[src/rtl/core/pcx_rle_line_encoder_core_defines.svh]
// assertion macros for the pcx run-length line encoder
// used by the rtl files that carry concurrent checks; expects clk_i and rst_ni in scope
`ifndef PCX_RLE_LINE_ENCODER_CORE_DEFINES_SVH
`define PCX_RLE_LINE_ENCODER_CORE_DEFINES_SVH

`ifndef SYNTHESIS
`define PCX_ASSERT(lbl, prop) lbl: assert property (@(posedge clk_i) disable iff (!rst_ni) \
  (prop)) else $error("pcx encoder check failed");
`define PCX_ASSERT_IMP(lbl, ante, cons) `PCX_ASSERT(lbl, (ante) |-> (cons))
`else
`define PCX_ASSERT(lbl, prop)
`define PCX_ASSERT_IMP(lbl, ante, cons)
`endif

`endif

[src/rtl/core/pcx_pkg.sv]
// shared types, constants and helpers of the pcx run-length line encoder
// no dependencies
package pcx_pkg;

  localparam int unsigned ColumnBits = 16;
  localparam int unsigned WidthBits  = 16;
  localparam int unsigned LenBits    = 6;
  localparam int unsigned QDepth     = 4;
  localparam int unsigned QPtrBits   = $clog2(QDepth);
  localparam int unsigned QCntBits   = $clog2(QDepth + 1);

  localparam logic [WidthBits-1:0] LineWidthReset = 16'd320;
  localparam logic [LenBits-1:0]   MaxRun         = 6'd63;
  localparam logic [7:0]           RawLimit       = 8'd64;
  localparam logic [7:0]           CountMark      = 8'hC0;

  // one closed run
  typedef struct packed {
    logic [7:0]         value;
    logic [LenBits-1:0] len;
  } run_t;

  // runs closed by one pixel: first by a value change or split, then by line end
  typedef struct packed {
    logic a_vld;
    run_t a;
    logic b_vld;
    run_t b;
  } cmd_t;

  // queue status seen by producer and consumer
  typedef struct packed {
    logic full;
    logic empty;
  } q_stat_t;

  typedef enum logic [2:0] {
    PH_IDLE,
    PH_A_HEAD,
    PH_A_VAL,
    PH_B_HEAD,
    PH_B_VAL
  } phase_e;

  // a single short dark pixel goes out as one raw byte
  function automatic logic is_raw(run_t r);
    return (r.len == LenBits'(1)) && (r.value < RawLimit);
  endfunction

  // first byte of a run: raw value or count byte
  function automatic logic [7:0] head_byte(run_t r);
    return is_raw(r) ? r.value : (CountMark | {2'b00, r.len});
  endfunction

endpackage

[src/rtl/core/pcx_front.sv]
// front end: accepts pixels, tracks the open run and column, closes runs
// depends on pcx_pkg
module pcx_front (
  input  logic                             clk_i,
  input  logic                             rst_ni,
  input  logic                             cfg_we_i,
  input  logic [pcx_pkg::WidthBits-1:0]    cfg_wdata_i,
  input  logic                             in_valid_i,
  output logic                             in_stall_o,
  input  logic [7:0]                       pixel_i,
  input  pcx_pkg::q_stat_t                 q_stat_i,
  output logic                             push_o,
  output pcx_pkg::cmd_t                    push_cmd_o
);

  logic [pcx_pkg::WidthBits-1:0]  line_width_q;
  logic [7:0]                     run_val_q, run_val_d;
  logic [pcx_pkg::LenBits-1:0]    run_len_q, run_len_d;
  logic [pcx_pkg::ColumnBits-1:0] column_q, column_d;
  logic [pcx_pkg::ColumnBits-1:0] col_next;
  logic                           accept, extend, line_end;
  logic [7:0]                     new_val;
  logic [pcx_pkg::LenBits-1:0]    new_len;
  pcx_pkg::cmd_t                  cmd;

  assign accept     = in_valid_i && !q_stat_i.full;
  assign in_stall_o = q_stat_i.full;

  // run bookkeeping for the pixel at the input
  always_comb begin
    extend   = (run_len_q != '0) && (pixel_i == run_val_q) && (run_len_q < pcx_pkg::MaxRun);
    new_val  = extend ? run_val_q : pixel_i;
    new_len  = extend ? (run_len_q + pcx_pkg::LenBits'(1)) : pcx_pkg::LenBits'(1);
    col_next = column_q + pcx_pkg::ColumnBits'(1);
    line_end = (col_next == line_width_q[pcx_pkg::ColumnBits-1:0]);

    cmd.a_vld   = !extend && (run_len_q != '0);
    cmd.a.value = run_val_q;
    cmd.a.len   = run_len_q;
    cmd.b_vld   = line_end;
    cmd.b.value = new_val;
    cmd.b.len   = new_len;

    run_val_d = run_val_q;
    run_len_d = run_len_q;
    column_d  = column_q;
    if (accept) begin
      run_val_d = new_val;
      run_len_d = line_end ? '0 : new_len;
      column_d  = line_end ? '0 : col_next;
    end
  end

  assign push_o     = accept && (cmd.a_vld || cmd.b_vld);
  assign push_cmd_o = cmd;

  // state registers
  always_ff @(posedge clk_i or negedge rst_ni) begin
    if (!rst_ni) begin
      line_width_q <= pcx_pkg::LineWidthReset;
      run_val_q    <= '0;
      run_len_q    <= '0;
      column_q     <= '0;
    end else begin
      if (cfg_we_i) begin
        line_width_q <= cfg_wdata_i;
      end
      run_val_q <= run_val_d;
      run_len_q <= run_len_d;
      column_q  <= column_d;
    end
  end

endmodule

[src/rtl/core/pcx_cmdq.sv]
// short command queue between front end and byte emitter
// depends on pcx_pkg and the assertion macro header
`include "pcx_rle_line_encoder_core_defines.svh"
module pcx_cmdq (
  input  logic             clk_i,
  input  logic             rst_ni,
  input  logic             push_i,
  input  pcx_pkg::cmd_t    push_cmd_i,
  input  logic             pop_i,
  output pcx_pkg::cmd_t    head_o,
  output pcx_pkg::q_stat_t stat_o
);

  pcx_pkg::cmd_t                mem_q [pcx_pkg::QDepth];
  logic [pcx_pkg::QPtrBits-1:0] wr_ptr_q, rd_ptr_q;
  logic [pcx_pkg::QCntBits-1:0] cnt_q;

  assign stat_o.full  = (cnt_q == pcx_pkg::QCntBits'(pcx_pkg::QDepth));
  assign stat_o.empty = (cnt_q == '0);
  assign head_o       = mem_q[rd_ptr_q];

  // entry storage
  always_ff @(posedge clk_i) begin
    if (push_i) begin
      mem_q[wr_ptr_q] <= push_cmd_i;
    end
  end

  // pointers and fill count
  always_ff @(posedge clk_i or negedge rst_ni) begin
    if (!rst_ni) begin
      wr_ptr_q <= '0;
      rd_ptr_q <= '0;
      cnt_q    <= '0;
    end else begin
      if (push_i) begin
        wr_ptr_q <= wr_ptr_q + pcx_pkg::QPtrBits'(1);
      end
      if (pop_i) begin
        rd_ptr_q <= rd_ptr_q + pcx_pkg::QPtrBits'(1);
      end
      if (push_i && !pop_i) begin
        cnt_q <= cnt_q + pcx_pkg::QCntBits'(1);
      end else if (pop_i && !push_i) begin
        cnt_q <= cnt_q - pcx_pkg::QCntBits'(1);
      end
    end
  end

  `PCX_ASSERT_IMP(a_no_push_full, push_i, !stat_o.full)
  `PCX_ASSERT_IMP(a_no_pop_empty, pop_i, !stat_o.empty)
  `PCX_ASSERT(a_cnt_range, cnt_q <= pcx_pkg::QCntBits'(pcx_pkg::QDepth))
  `PCX_ASSERT_IMP(a_push_nonempty, push_i, push_cmd_i.a_vld || push_cmd_i.b_vld)

endmodule

[src/rtl/core/pcx_back.sv]
// back end: turns closed runs into raw, count and value bytes, one per cycle while the output is not stalled
// depends on pcx_pkg and the assertion macro header
`include "pcx_rle_line_encoder_core_defines.svh"
module pcx_back (
  input  logic             clk_i,
  input  logic             rst_ni,
  input  pcx_pkg::q_stat_t q_stat_i,
  input  pcx_pkg::cmd_t    q_head_i,
  output logic             pop_o,
  output logic             out_valid_o,
  input  logic             out_stall_i,
  output logic [7:0]       out_byte_o
);

  pcx_pkg::phase_e phase_q, phase_d, phase_after;
  pcx_pkg::cmd_t   rec_q, rec_d;
  logic            out_vld_q, out_vld_d;
  logic [7:0]      out_byte_q, out_byte_d;
  logic [7:0]      cur_byte;
  logic            load_ok, emit, done;

  assign load_ok = !out_vld_q || !out_stall_i;
  assign emit    = (phase_q != pcx_pkg::PH_IDLE) && load_ok;

  // phase following the current one, skipping absent or raw parts
  always_comb begin
    unique case (phase_q)
      pcx_pkg::PH_A_HEAD: begin
        if (!pcx_pkg::is_raw(rec_q.a)) phase_after = pcx_pkg::PH_A_VAL;
        else if (rec_q.b_vld)          phase_after = pcx_pkg::PH_B_HEAD;
        else                           phase_after = pcx_pkg::PH_IDLE;
      end
      pcx_pkg::PH_A_VAL: begin
        phase_after = rec_q.b_vld ? pcx_pkg::PH_B_HEAD : pcx_pkg::PH_IDLE;
      end
      pcx_pkg::PH_B_HEAD: begin
        phase_after = pcx_pkg::is_raw(rec_q.b) ? pcx_pkg::PH_IDLE : pcx_pkg::PH_B_VAL;
      end
      default: begin
        phase_after = pcx_pkg::PH_IDLE;
      end
    endcase
  end

  // next state: advance on emit, load the next record when finished
  always_comb begin
    done    = (phase_q == pcx_pkg::PH_IDLE) || (emit && (phase_after == pcx_pkg::PH_IDLE));
    pop_o   = done && !q_stat_i.empty;
    phase_d = phase_q;
    rec_d   = rec_q;
    if (emit) begin
      phase_d = phase_after;
    end
    if (pop_o) begin
      rec_d   = q_head_i;
      phase_d = q_head_i.a_vld ? pcx_pkg::PH_A_HEAD : pcx_pkg::PH_B_HEAD;
    end
  end

  // byte for the current phase and output register load
  always_comb begin
    unique case (phase_q)
      pcx_pkg::PH_A_HEAD: cur_byte = pcx_pkg::head_byte(rec_q.a);
      pcx_pkg::PH_A_VAL:  cur_byte = rec_q.a.value;
      pcx_pkg::PH_B_HEAD: cur_byte = pcx_pkg::head_byte(rec_q.b);
      pcx_pkg::PH_B_VAL:  cur_byte = rec_q.b.value;
      default:            cur_byte = '0;
    endcase
    out_vld_d  = load_ok ? emit : out_vld_q;
    out_byte_d = emit ? cur_byte : out_byte_q;
  end

  assign out_valid_o = out_vld_q;
  assign out_byte_o  = out_byte_q;

  // control registers
  always_ff @(posedge clk_i or negedge rst_ni) begin
    if (!rst_ni) begin
      phase_q   <= pcx_pkg::PH_IDLE;
      out_vld_q <= 1'b0;
    end else begin
      phase_q   <= phase_d;
      out_vld_q <= out_vld_d;
    end
  end

  // payload registers
  always_ff @(posedge clk_i) begin
    rec_q      <= rec_d;
    out_byte_q <= out_byte_d;
  end

  `PCX_ASSERT_IMP(a_a_phase_valid,
                  (phase_q == pcx_pkg::PH_A_HEAD) || (phase_q == pcx_pkg::PH_A_VAL),
                  rec_q.a_vld)
  `PCX_ASSERT_IMP(a_b_phase_valid,
                  (phase_q == pcx_pkg::PH_B_HEAD) || (phase_q == pcx_pkg::PH_B_VAL),
                  rec_q.b_vld)
  `PCX_ASSERT_IMP(a_val_not_raw, phase_q == pcx_pkg::PH_A_VAL, !pcx_pkg::is_raw(rec_q.a))
  `PCX_ASSERT_IMP(a_pop_when_free, pop_o,
                  (phase_q == pcx_pkg::PH_IDLE) || (phase_after == pcx_pkg::PH_IDLE))

endmodule

[src/rtl/core/pcx_rle_line_encoder_core.sv]
// top level of the pcx run-length line encoder
// depends on pcx_pkg, pcx_front, pcx_cmdq and pcx_back
//
//   channel   direction  handshake                     payload
//   pixel     in         in_valid_i / in_stall_o       pixel_i[7:0]
//   byte      out        out_valid_o / out_stall_i     out_byte_o[7:0]
//   config    in         cfg_we_i                      cfg_wdata_i[15:0] (line width)
//
// a pixel can be taken every cycle while the four-entry run queue has room;
// the emitter sends one byte per cycle while the output is not stalled, so a pixel
// giving two bytes occupies it for both; worst case is two runs closed, four bytes.
// closed runs pass the queue, then the record and phase registers, then out_byte_q.
// reset clears run state, column, queue and output valid; line width resets to 320.
// a stalled output holds its byte; the front keeps taking pixels until the queue fills.
module pcx_rle_line_encoder_core (
  input  logic                          clk_i,
  input  logic                          rst_ni,
  input  logic                          cfg_we_i,
  input  logic [pcx_pkg::WidthBits-1:0] cfg_wdata_i,
  input  logic                          in_valid_i,
  output logic                          in_stall_o,
  input  logic [7:0]                    pixel_i,
  output logic                          out_valid_o,
  input  logic                          out_stall_i,
  output logic [7:0]                    out_byte_o
);

  pcx_pkg::q_stat_t q_stat;
  pcx_pkg::cmd_t    push_cmd, q_head;
  logic             push, pop;

  // pixel intake and run tracking
  pcx_front u_front (
    .clk_i      (clk_i),
    .rst_ni     (rst_ni),
    .cfg_we_i   (cfg_we_i),
    .cfg_wdata_i(cfg_wdata_i),
    .in_valid_i (in_valid_i),
    .in_stall_o (in_stall_o),
    .pixel_i    (pixel_i),
    .q_stat_i   (q_stat),
    .push_o     (push),
    .push_cmd_o (push_cmd)
  );

  // closed-run queue
  pcx_cmdq u_cmdq (
    .clk_i     (clk_i),
    .rst_ni    (rst_ni),
    .push_i    (push),
    .push_cmd_i(push_cmd),
    .pop_i     (pop),
    .head_o    (q_head),
    .stat_o    (q_stat)
  );

  // byte emitter
  pcx_back u_back (
    .clk_i      (clk_i),
    .rst_ni     (rst_ni),
    .q_stat_i   (q_stat),
    .q_head_i   (q_head),
    .pop_o      (pop),
    .out_valid_o(out_valid_o),
    .out_stall_i(out_stall_i),
    .out_byte_o (out_byte_o)
  );

endmodule

[config.mk]
export PLATFORM = sky130hd
export DESIGN_NAME = pcx_rle_line_encoder_core
export DESIGN_NICKNAME = d
export VERILOG_FILES = /design/src/rtl/core/pcx_pkg.sv /design/src/rtl/core/pcx_front.sv /design/src/rtl/core/pcx_cmdq.sv /design/src/rtl/core/pcx_back.sv /design/src/rtl/core/pcx_rle_line_encoder_core.sv
export VERILOG_INCLUDE_DIRS = /design/src /design/src/rtl/core
export SDC_FILE = /design/constraint.sdc
export NUM_CORES = 1
export LEC_CHECK = 0
export BUFFER_PORTS_ARGS = -buffer_cell sky130_fd_sc_hd__buf_2
export CELL_PAD_IN_SITES_DETAIL_PLACEMENT = 1
export CELL_PAD_IN_SITES_GLOBAL_PLACEMENT = 1
export CORE_AREA = 10 10 148 150
export DETAILED_ROUTE_END_ITERATION = 10
export DIE_AREA = 0 0 158 160
export PLACE_DENSITY_LB_ADDON = 0.05
export RECOVER_POWER = 100
export SETUP_SLACK_MARGIN = 0.02
export SLEW_MARGIN = 20
export SYNTH_ARGS = -nofsm -noshare
export SYNTH_HDL_FRONTEND = slang
export SYNTH_SLANG_ARGS = --single-unit
[constraint.sdc]
create_clock -name clk_i -period 9.2 [get_ports clk_i]
set_clock_uncertainty 0.05 [all_clocks]
set_input_delay 2.76 -clock clk_i [delete_from_list [all_inputs] [get_ports clk_i]]
set_output_delay 2.76 -clock clk_i [all_outputs]
set_load 0.005 [all_outputs]
### Yosys cells after proc, flatten, opt, wreduce, memory -nomap -nowiden

Memories as Yosys holds them, arrays and structs flattened.
Index checks and enable logic that the tools add are counted.

* register bits after elaboration: 94
* memory bits (writable): 120
* bits of input ports: 29
* output and inout bits: 10
* logic and storage cells: 81
* memories kept: 1

Memories
* u_cmdq.mem_q: depth 4, width 30, read ports 1, clocked after memory_dff 0, wr ports 1, line pcx_cmdq.sv:14 `pcx_pkg::cmd_t mem_q [pcx_pkg::QDepth];`

* $add $sub $neg: 6
* order comparisons: 3
* eq/ne operators: 9
* mux-type cells: 18
* reduce and logical (&&, ||, !) cells: 29

Operators by type and width (count)
* $pmux 8 s4: 1
* $mux 8: 3
* $add 16x1->16 const B: 1
* $eq 16x16->1: 1
* $lt 8x7->1 const B: 2
* $mux 16: 1
* $mux 3: 5
* $eq 6x1->1 const B: 2
* $logic_and 1x1->1: 12
* $mux 6: 2
* $logic_not 3->1: 3
* $pmux 3 s3: 1
* $eq 8x8->1: 1
* $logic_not 1->1: 7
* $add 6x1->6 const B: 1
* $eq 3x2->1 const B: 2
* $eq 3x3->1 const B: 2
* $lt 6x6->1 const B: 1
* $mux 2: 3
* $reduce_bool 6->1: 1
* $add 2x1->2 const B: 2
* $reduce_bool 2->1: 2
* $add 3x1->3 const B: 1
* $eq 3x1->1 const B: 1
* 4 further kinds: 7

### Longest topological paths before layout

Gate-level depths: netlist (run 1).

* depth in word-level cells: 11
* gate-level depth with buffers: 15
* mapped depth without buffers: 13

### By module

A second synthesis (run 1) with hierarchy kept.

* cell total of the unflattened synthesis: 646
* area total of the unflattened synthesis: 9586.7 um2

Modules (own cells, without submodules)
* pcx_cmdq: instances 1, cells an instance 191, area an instance 4763.3 um2, sequential area each 3778.6 um2
* pcx_front: instances 1, cells an instance 329, area an instance 2965.3 um2, sequential area each 1153.6 um2
* pcx_back: instances 1, cells an instance 126, area an instance 1858.0 um2, sequential area each 1211.2 um2

### Worst setup path before layout (run 1)

OpenSTA, ideal clock, no wires.

* path type: input to register
* start point: input port pixel_i[1]
* end point: register u_cmdq.cnt_q[1] in the netlist's numbering
* setup time: 0.125 ns
* data arrival time: 5.107 ns
* required time: 9.025 ns
* slack: 3.918 ns
* cell stages on the path: 11
* path buffers: 1
* path through: xor2_1 -> nor4_1 -> nand2_1 -> a311oi_1 -> nor2_1 -> o21ba_1 -> buf_6 -> ha_1 -> inv_1 -> fa_1 -> mux2_2

RTL lines
* start: declaration: line pcx_rle_line_encoder_core.sv:22 `input logic [7:0] pixel_i,`
* end signal: assignment: line pcx_cmdq.sv:43 `cnt_q <= cnt_q + pcx_pkg::QCntBits'(1);`
* end signal: assignment: line pcx_cmdq.sv:45 `cnt_q <= cnt_q - pcx_pkg::QCntBits'(1);`
* end: declaration: line pcx_cmdq.sv:16 `logic [pcx_pkg::QCntBits-1:0] cnt_q;`

### Worst setup path after layout (run 1)

* start point: input port in_valid_i
* end point: memory u_cmdq.mem_q[3][8] in the netlist's numbering (enable)

* longest elaborated chain between the ends: 4

Ends and longest elaborated chain
* start: declaration: line pcx_rle_line_encoder_core.sv:20 `input logic in_valid_i,`
* $logic_and 1x1->1: line pcx_front.sv:26 `assign accept = in_valid_i && !q_stat_i.full;`
* $logic_and 1x1->1: line pcx_front.sv:54 `assign push_o = accept && (cmd.a_vld || cmd.b_vld);`
* $mux 1: line pcx_cmdq.sv:24 `if (push_i) begin`
* $mux 1 (implied by the code): line pcx_cmdq.sv:25 `mem_q[wr_ptr_q] <= push_cmd_i;`
* end: declaration: line pcx_cmdq.sv:14

No other way between the ends.

==> results of run 1 <==
## state kept, by name, summed over array words and instances (netlist names)
register,cells
u_cmdq.mem_q,120
u_back.rec_q,29
u_front.column_q,16
u_front.line_width_q,16
u_back.out_byte_o,8
u_front.run_val_q,8
u_front.run_len_q,6
u_back.phase_q,3
u_cmdq.cnt_q,3
u_cmdq.rd_ptr_q,2
u_cmdq.wr_ptr_q,2
u_back.out_valid_o,1
## kinds of logic (layout without fill, tap and decap cells)
logic type	count (synthesis)	count (layout)	share of synthesized area (%)
AOI/OAI and AO/OA	100	100	7.23
adders and majority gates	9	9	1.29
muxes	57	57	10.5
xor gates and xnor gates	37	37	3.47
DFF	214	214	65.8
and+or+nand+nor	153	153	9.17
buffers and inverters	55	101	2.48
## power groups by stage
stage	clock [W]	sequential (W)	combinational [W]
final	0.000973	0.00167	0.00108
after global routing	0.00104	0.00171	0.00121
after CTS	0.000999	0.00166	0.00111
after detailed placement	0	0.00168	0.00110
after global placement	0	0.00166	0.00106
after floorplan	0	0.00151	0.000910
## area by class of cell
type / count / share of cell area [%]
Tap cell: 238 / 2.85
Clock buffer: 29 / 6.13
Inverter: 11 / 0.395
Multi-Input combinational cell: 356 / 28.3
Clock inverter: 15 / 1.63
Timing Repair Buffer: 46 / 1.93
Sequential cell: 214 / 58.8
## stage by stage
| stage | worst slack, ns | hold slack [ns] | util, % |
|---|---|---|---|
| global placement | 3.23 | 0.431 | 50.8 |
| global route | 2.48 | 0.491 | 54.8 |
| finish | 2.83 | 0.465 | 54.8 |
| detailed placement | 3.10 | 0.465 | 50.8 |
| CTS | 3.61 | 0.471 | 55.1 |
| floorplan | 3.92 | 0.405 | - |
## cell usage in the layout, fill, tap and decap left out, types with 16 or more instances in the layout
master     count
buf_2         20
xnor2_1       16
edfxtp_1     157
a21oi_1       34
mux4_2        30
xor2_1        21
clkbuf_16     25
nand2_1       37
nor2_1        22
mux2_2        25
clkbuf_1      29
dfrtp_1       53
a21o_1        21
## per-layer routing
layer / track usage (%) / share of wire [%] / wire length, µm / vias up
met3: 2.93 / 4.1 / 820 / 34
met1: 19.9 / 41 / 8370 / 2746
met5: 0 / 0 / 0 / -
met2: 29.1 / 53 / 10700 / 93
met4: 4.63 / 1.9 / 384 / 0
li1: - / - / - / 2441
## worst max-delay path: cells and delay by family
family / cells / cell delay [ns]
buffers and inverters: 3 / 2.76
AOI/OAI and AO/OA: 1 / 0.43
and+or+nand+nor: 2 / 0.25
## worst paths after layout
check / to / slack, ns / depth (start not counted)
max: u_cmdq.mem_q[3][8] / 2.83 / 6
max in group asynchronous: u_cmdq.rd_ptr_q[1] / 3.29 / 2
max reg2reg: u_cmdq.mem_q[3][8] / 4.26 / 9
min: u_cmdq.cnt_q[2] / 0.46 / 1
min in group asynchronous: u_front.run_val_q[1] / 3.53 / 2
min reg2reg: u_cmdq.cnt_q[2] / 0.46 / 1
==> impl_metrics.py, run 1 <==
metrics = {
    "outcome": {
        "outcome": "finished, violations left",
        "violations": "capacitance limit, slew limit",
    },
    "global_routing": {
        "grt_util_all_layers_pct": 16.4,
        "overflow": 0,
        "grt_pass1_vias": 5861,
        "grt_pass1_wl_um": 32600,
        "grt_max_degree": 58,
        "antenna_found_initial": 0,
    },
    "die": {
        "io_pins": 39,
        "coreArea_um2": 19100,
        "die_w_um": 158,
        "row_count": 51,
        "start_util_pct": 48.9,
        "die_h_um": 160,
        "die_area_um2": 25300,
    },
    "worst_setup_path": {
        "cp_data_required_time_ns": 9.09,
        "path_class": "in2reg",
        "worstPathArrival_ns": 6.26,
        "crit_path_start": "in_valid_i",
        "start_kind": "primary input",
        "r2r-start": "u_front.column_q[0]",
        "crit_slowest_cell": "clkbuf_1",
        "cpPeakStageDelay_ns": 1.86,
        "crit_top_cell": "clkbuf_1",
        "endpoint_kind": "register",
        "worstPathCellList": "buf_2, nand2b_2, clkbuf_1, o21ba_1, and2_1, clkbuf_1",
        "critPathMaxFanout": 53,
    },
    "sta": {
        "maxSlewHeadroom_pct": -141,
        "slew_violations": 265,
        "fmax_ghz": 0.157,
        "period_needed_ns": 6.37,
        "tightest_slew_ns": 3.62,
        "finalHoldViolations": 0,
        "grt_setup_unrepaired": "no",
        "setup-tns-final_ns": 0,
        "setup_viol": 0,
        "layout_worst_path_cycle_share_pct": 69.3,
    },
    "hold_path": {
        "min_path_type": "reg2reg",
        "hp-start": "u_cmdq.cnt_q[2]",
    },
    "layout": {
        "diodes": 0,
        "multi_input_area_um2": 2960,
        "area_growth_pct": 12.0,
        "fin_cells": 909,
        "nets": 691,
        "final_layout_size_suffix_gt1_share_pct": 18.3,
        "final_cell_area_um2": 10500,
        "area.sequential_um2": 6150,
        "nFillCells": 1843,
    },
    "drt": {
        "vias": 5314,
        "drtIter0Drc": 271,
        "dr.pass1.iters": 4,
        "wire_per_inst_um": 22.3,
        "ant_nets": 0,
        "wirelength_um": 20200,
        "viasPerCell": 5.85,
        "drc": 0,
    },
    "pwr": {
        "switching_power_w": 0.00124,
        "power_frac_seq_pct": 44.8,
        "switching_share_pct": 33.3,
        "internal_power_w": 0.00248,
        "total_power_w": 0.00372,
        "ir_drop_mv": 0.340,
        "combPwrFrac_pct": 29.0,
        "power_frac_clock_pct": 26.2,
        "p_leak_nw": 3.74,
        "power_density_nw_per_um2": 356,
    },
    "placement": {
        "gp_congestion": 0.774,
        "dpl-instance-area_um2": 9690,
        "dp.final_hpwl_um": 12900,
        "dp.cells": 865,
        "port_buffers": 38,
    },
    "clocking": {
        "cts_setup_buffers": 0,
        "cts-root-buf": "clkbuf_16",
        "h-tree-depth": 1,
        "cts.hold.buffers_added": 0,
        "post_cts_resized": 0,
        "clk_path_buf_depth": 3,
        "cts_tree": "yes",
        "cts_sinks": 214,
        "path_clk_slew_ns": 0.06,
        "cts_made_buffers": 24,
        "clkLatencyLatePin_ns": 0.51,
    },
    "synthesis": {
        "synth_most_common_cell": "edfxtp_1",
        "ys.flop_type": "edfxtp_1",
        "ys_top_cells_by_area": "edfxtp_1 51%, dfrtp_1 15%, mux4_2 7.2%, mux2_2 3.0%, xor2_1 2.0%",
        "syn_inst": 625,
        "ys_seq_elements": 214,
        "synth_edf_count": 157,
        "syn_area_per_cell_um2": 14.9,
        "ys_warn_count": 0,
        "synth_top_area_share_pct": 50.5,
        "yosysUniqueCellTypes": 60,
        "async_flop_share_pct": 26.6,
        "ys_seq_area_share_pct": 65.8,
        "yosys.area.top_type": "edfxtp_1",
        "netlist_top_cells_count": "157 x edfxtp_1, 55 x dfrtp_1, 37 x nand2_1",
        "synth_area_um2": 9330,
        "synth_fp_nets": 663,
    },
    "job": {
        "max_cap_viol_count": 7,
    },
}
No activity file was read; power rests on OpenSTA's default activity.
==> run 2, diff against run 1 <==
==> constraint.sdc (replaced) <==
create_clock -name clk_i -period 6.2 [get_ports clk_i]
set_clock_uncertainty 0.05 [all_clocks]
set_input_delay 1.86 -clock clk_i [delete_from_list [all_inputs] [get_ports clk_i]]
set_output_delay 1.86 -clock clk_i [all_outputs]
set_load 0.005 [all_outputs]
==> impl_metrics.py, run 2 (synthesized netlist as in run 1, its figures left out) <==
metrics = {
    "layout": {
        "area_growth_pct": 13.6,
        "diodes": 0,
        "fin_util_pct": 55.6,
        "top_regs": "u_cmdq.mem_q (120), u_back.rec_q (29)",
        "regMostFlops": "u_cmdq.mem_q",
        "final_common_cell": "edfxtp_1",
        "final_cell_mix": "157 x edfxtp_1, 53 x dfrtp_1, 37 x nand2_1",
        "final_layout_size_suffix_gt1_share_pct": 19.9,
        "largest_register_ff_count": 120,
        "nets": 692,
        "final_cell_area_um2": 10600,
        "nFillCells": 1845,
    },
    "clocking": {
        "cts-root-buf": "clkbuf_16",
        "cts.hold.buffers_added": 0,
        "cts_setup_buffers": 0,
        "cts_tree": "yes",
        "post_cts_resized": 0,
        "path_clk_slew_ns": 0.06,
        "h-tree-depth": 1,
        "clkLatencyLatePin_ns": 0.51,
        "clk_path_buf_depth": 3,
        "cts_made_buffers": 24,
        "cts_sinks": 214,
    },
    "worst_setup_path": {
        "path_buf_inv": 3,
        "crit_top_cell": "clkbuf_1",
        "critPathMaxFanout": 7,
        "endpoint_kind": "register",
        "path_class": "in2reg",
        "cpPeakStageDelay_ns": 0.42,
        "crit_slowest_cell": "fa_1",
        "start_kind": "primary input",
        "cp_data_required_time_ns": 6.54,
        "worstPathArrival_ns": 4.94,
        "worstPathCellList": "clkbuf_1, xor2_1, nor4_1, nand2_1, a311oi_1, clkbuf_1, nor2_1, o21ba_1, ha_1, inv_1, fa_1, mux2_2",
        "critPathTopFamily": "simple AND/OR/NAND/NOR gates",
    },
    "sta": {
        "tightest_slew_ns": 2.89,
        "setup-tns-final_ns": 0,
        "layout_worst_path_cycle_share_pct": 74.3,
        "grt_setup_unrepaired": "no",
        "maxSlewHeadroom_pct": -92.4,
        "slew_violations": 86,
        "period_needed_ns": 4.60,
        "finalHoldViolations": 0,
        "fmax_ghz": 0.217,
        "fin_hold_ws_ns": 0.446,
        "setup_viol": 0,
    },
    "drt": {
        "wirelength_um": 20200,
        "vias": 5309,
        "viasPerCell": 5.83,
        "ant_nets": 0,
        "wire_per_inst_um": 22.2,
        "drc": 0,
        "dr.pass1.iters": 4,
        "drtIter0Drc": 235,
    },
    "pwr": {
        "ir_drop_mv": 0.222,
        "total_power_w": 0.00572,
        "p_leak_nw": 3.81,
        "power_density_nw_per_um2": 539,
    },
    "global_routing": {
        "grt_util_all_layers_pct": 16.5,
        "grt_pass1_wl_um": 33200,
        "grt_pass1_vias": 6019,
        "overflow": 0,
        "grt_max_degree": 58,
        "antenna_found_initial": 0,
    },
    "die": {
        "io_pins": 39,
        "die_w_um": 158,
        "row_count": 51,
        "die_area_um2": 25300,
        "start_util_pct": 48.9,
        "die_h_um": 160,
        "coreArea_um2": 19100,
    },
    "outcome": {
        "outcome": "finished, violations left",
        "violations": "capacitance limit, slew limit",
    },
    "placement": {
        "dp.final_hpwl_um": 13100,
        "dpl-instance-area_um2": 9700,
        "gp_congestion": 0.765,
        "port_buffers": 38,
    },
    "job": {
        "max_cap_viol_count": 2,
    },
    "hold_path": {
        "min_path_type": "reg2reg",
    },
}
[run 2: changes by cell type in the layout (fill, tap and decap cells not counted)]
cell,delta
buf_4,+5
clkinvlp_4,+1
and2_1,-2
and2_0,+2
clkbuf_8,+2
buf_2,+2
bufinv_16,+4
clkinv_1,-1
inv_1,-1
clkbuf_1,-8
clkinv_2,-3
[run 2: power breakdown]
| group | total [W] | internal (W) | switching, W |
|---|---|---|---|
| sequential | 0.00246 | 0.00207 | 0.000399 |
| clock | 0.00165 | 0.00109 | 0.000559 |
| combinational | 0.00161 | 0.000711 | 0.000895 |
[run 2: final cells by class]
class	instances	area (µm²)	share of cell area, %
inverter	11	41.3	0.389
multi-input combinational	356	2960	27.9
timing repair buffer	47	226	2.14
clock inverter	15	275	2.60
sequential	214	6150	58.0
tap	238	298	2.81
clock buffer	29	661	6.23
[run 2: path summary, 6_finish.rpt]
check                      cells past startpoint                    to  slack [ns]                start
setup / recovery                              12       u_cmdq.cnt_q[1]        1.60           pixel_i[1]
hold / removal                                 1       u_cmdq.cnt_q[2]        0.45      u_cmdq.cnt_q[2]
setup reg to reg                               9   u_cmdq.mem_q[0][13]        2.07  u_front.column_q[0]
hold reg to reg                                1       u_cmdq.cnt_q[2]        0.45      u_cmdq.cnt_q[2]
max in group asynchronous                      2    u_cmdq.rd_ptr_q[0]        4.02               rst_ni
min in group asynchronous                      2  u_front.run_val_q[2]        1.45               rst_ni
[run 2: through the flow]
step	setup WS (ns)	cells
final	1.60	910
after global routing	1.36	910
after CTS	1.82	910
after detailed placement	1.32	866
after global placement	1.44	866
after floorplan	1.82	625
[run 2: metal layers]
layer	share of wire, %	track usage [%]
met1	42	20.3
met2	52	28.9
met3	3.8	2.74
met4	2.6	5.18
met5	0	0
==> run 3, diff against run 2 <==
--- a/config.mk
+++ b/config.mk
@@ -6,12 +6,13 @@
 export SDC_FILE = /design/constraint.sdc
 export NUM_CORES = 1
 export LEC_CHECK = 0
+export ABC_AREA = 1
 export BUFFER_PORTS_ARGS = -buffer_cell sky130_fd_sc_hd__buf_2
 export CELL_PAD_IN_SITES_DETAIL_PLACEMENT = 1
 export CELL_PAD_IN_SITES_GLOBAL_PLACEMENT = 1
-export CORE_AREA = 10 10 148 150
+export CORE_AREA = 10 10 149 151
 export DETAILED_ROUTE_END_ITERATION = 10
-export DIE_AREA = 0 0 158 160
+export DIE_AREA = 0 0 159 161
 export PLACE_DENSITY_LB_ADDON = 0.05
 export RECOVER_POWER = 100
 export SETUP_SLACK_MARGIN = 0.02
==> constraint.sdc (replaced) <==
create_clock -name clk_i -period 4.4 [get_ports clk_i]
set_clock_uncertainty 0.05 [all_clocks]
set_input_delay 1.32 -clock clk_i [delete_from_list [all_inputs] [get_ports clk_i]]
set_output_delay 1.32 -clock clk_i [all_outputs]
set_load 0.005 [all_outputs]
==> impl_metrics.py, run 3 <==
metrics = {
    "worst_setup_path": {
        "rr_worst_depth": 14,
        "path_class": "in2reg",
        "crit_top_cell": "nand2_1",
        "path_buf_inv": 4,
        "cpPeakStageDelay_ns": 1.13,
        "r2r-start": "u_front.column_q[1]",
        "crit_path_start": "out_stall_i",
        "start_kind": "primary input",
        "cp_data_required_time_ns": 4.45,
        "critPathTopFamily": "buffers and inverters",
        "critPathMaxFanout": 29,
        "cp-endpoint": "u_back.rec_q[23]",
        "endpoint_kind": "register",
        "rrSetupSlack_ns": 0.78,
        "r2r_end": "u_cmdq.mem_q[1][27]",
        "crit_cells": 9,
        "crit_slowest_cell": "clkbuf_1",
        "worstPathArrival_ns": 3.70,
        "worstPathCellList": "buf_2, nand2_1, nand2_1, inv_1, nand2_1, o21ai_0, nand2_1, inv_1, clkbuf_1",
    },
    "pwr": {
        "ir_drop_mv": 0.382,
        "total_power_w": 0.00713,
        "power_density_nw_per_um2": 682,
        "p_leak_nw": 4.12,
    },
    "global_routing": {
        "overflow": 0,
        "grt_pass1_vias": 7042,
        "grt_pass1_wl_um": 37200,
        "grt_util_all_layers_pct": 17.7,
        "antenna_found_initial": 0,
        "grt_max_degree": 62,
    },
    "placement": {
        "dpl-instance-area_um2": 9790,
        "gp_congestion": 0.810,
        "port_buffers": 38,
        "post-place-ws_ns": 0.440,
        "dp.final_hpwl_um": 15100,
    },
    "synthesis": {
        "ys_top_cells_by_area": "edfxtp_1 51%, dfrtp_1 15%, nand2_1 6.6%, o21ai_0 4.6%, nor2_1 3.6%",
        "ys_warn_count": 0,
        "synth-simple-area-share_pct": 16.2,
        "ys.flop_type": "edfxtp_1",
        "synth-adder-area-share_pct": 1.29,
        "ys_seq_area_share_pct": 65.9,
        "synth_top_family_by_area": "simple AND/OR/NAND/NOR gates",
        "ys_seq_elements": 214,
        "synth_fp_nets": 890,
        "synth_most_common_cell": "nand2_1",
        "synthXorXnorAreaFrac_pct": 1.48,
        "async_flop_share_pct": 26.6,
        "syn_inst": 852,
        "yosys.area.top_type": "edfxtp_1",
        "synth_compound_area_share_pct": 10.2,
        "yosysUniqueCellTypes": 41,
        "syn_area_per_cell_um2": 10.9,
        "synth_area_um2": 9320,
        "synth_top_area_share_pct": 50.6,
        "synth_mux_area_share_pct": 0.121,
        "synth_edf_count": 157,
        "netlist_top_cells_count": "164 x nand2_1, 157 x edfxtp_1, 90 x nor2_1",
    },
    "hold_path": {
        "min_path_type": "reg2reg",
    },
    "layout": {
        "largest_register_ff_count": 120,
        "area_growth_pct": 12.2,
        "final_cell_area_um2": 10500,
        "final_common_cell": "nand2_1",
        "regMostFlops": "u_cmdq.mem_q",
        "final_cell_mix": "166 x nand2_1, 157 x edfxtp_1, 94 x nor2_1",
        "fin_util_pct": 54.4,
        "nets": 929,
        "final_layout_size_suffix_gt1_share_pct": 9.79,
        "diodes": 0,
        "top_regs": "u_cmdq.mem_q (120), u_back.rec_q (29)",
    },
    "sta": {
        "tightest_slew_ns": 1.64,
        "finalHoldViolations": 0,
        "slew_violations": 89,
        "maxSlewHeadroom_pct": -9.65,
        "setup_ws_ns": 0.747,
        "fmax_ghz": 0.274,
        "period_needed_ns": 3.65,
        "layout_worst_path_cycle_share_pct": 83.0,
        "setup_viol": 0,
        "setup-tns-final_ns": 0,
        "grt_setup_unrepaired": "no",
    },
    "outcome": {
        "outcome": "finished, violations left",
        "violations": "capacitance limit, slew limit",
    },
    "clocking": {
        "h-tree-depth": 1,
        "cts.hold.buffers_added": 0,
        "clk_path_buf_depth": 3,
        "cts_setup_buffers": 0,
        "cts_made_buffers": 24,
        "post_cts_resized": 0,
        "cts-root-buf": "clkbuf_16",
        "clkLatencyLatePin_ns": 0.50,
        "path_clk_slew_ns": 0.06,
        "cts_tree": "yes",
        "cts_sinks": 214,
    },
    "drt": {
        "drtIter0Drc": 316,
        "dr.pass1.iters": 5,
        "vias": 6279,
        "drc": 0,
        "viasPerCell": 5.35,
        "ant_nets": 0,
        "wire_per_inst_um": 19.2,
        "wirelength_um": 22600,
    },
    "die": {
        "io_pins": 39,
        "die_area_um2": 25600,
        "coreArea_um2": 19200,
        "die_w_um": 159,
        "die_h_um": 161,
        "row_count": 51,
        "start_util_pct": 48.5,
    },
    "job": {
        "max_cap_viol_count": 3,
    },
}
## run 3: changes by cell type after synthesis, sizes merged, moves of 16 or more
cell	previous run	this run
nand2	37	174
nor2	22	101
o21ai	8	87
inv	11	75
o22ai	0	41
nand3	14	50
mux4	30	0
mux2	26	1
a21o	21	0
xor2	21	5
## run 3: worst min-delay path, stage by stage (launching register included)
cell and delay [ns]:
dfstp_2 0.37, inv_1 0.06, o21ai_0 0.07
## run 3: cell families (layout without fill, tap and decap cells)
kind of cell	count (synthesis)	after routing
AOI/OAI and AO/OA	160	160
and+or+nand+nor	342	342
xor gates and xnor gates	14	14
adders and majority gates	9	9
muxes	1	1
DFF	214	214
buffers and inverters	112	169
## run 3: how the worst min path moves through the flow
stage / startpoint / endpoint / slack (ns) / cells past startpoint
2_1_floorplan: u_front.line_width_q[8] / u_front.line_width_q[8] / 0.42 / 2
3_3_place_gp: u_front.line_width_q[8] / u_front.line_width_q[8] / 0.44 / 2
3_5_place_dp: u_front.line_width_q[8] / u_front.line_width_q[8] / 0.45 / 2
4_1_cts: u_front.line_width_q[8] / u_front.line_width_q[8] / 0.46 / 2
5_1_grt: u_cmdq.cnt_q[0] / u_cmdq.cnt_q[0] / 0.51 / 1
6_report: u_front.line_width_q[8] / u_front.line_width_q[8] / 0.45 / 2
## run 3: metrics by stage
stage,hold slack [ns],std cells
floorplan,0.419,852
global placement,0.439,1130
detailed placement,0.449,1130
CTS,0.460,1174
global route,0.508,1174
finish,0.453,1174
## run 3: cell type report
class	instances	area, µm²
well taps	265	332
clock buffers	32	682
repair buffers	49	250
clock inverters	12	87.6
inverters	76	285
multi-input cells	526	2670
fillers	2079	8750
flip-flops and latches	214	6140
## run 3: metal layers
metal / up-vias / wire [µm] / global-route usage [%]
li1: 3016 / - / -
met4: 0 / 357 / 4.72
met5: - / 0 / 0
met1: 3109 / 9550 / 20.7
met3: 30 / 774 / 2.87
met2: 124 / 11900 / 33.1
## run 3: where the power goes
group / total (W) / internal, W / switching, W / leakage [nW]
Clock: 0.00190 / 0.00114 / 0.000756 / 0.371
Sequential: 0.00322 / 0.00291 / 0.000312 / 2.17
Combinational: 0.00201 / 0.000593 / 0.00142 / 1.58
Total: 0.00713 / 0.00464 / 0.00248 / 4.12
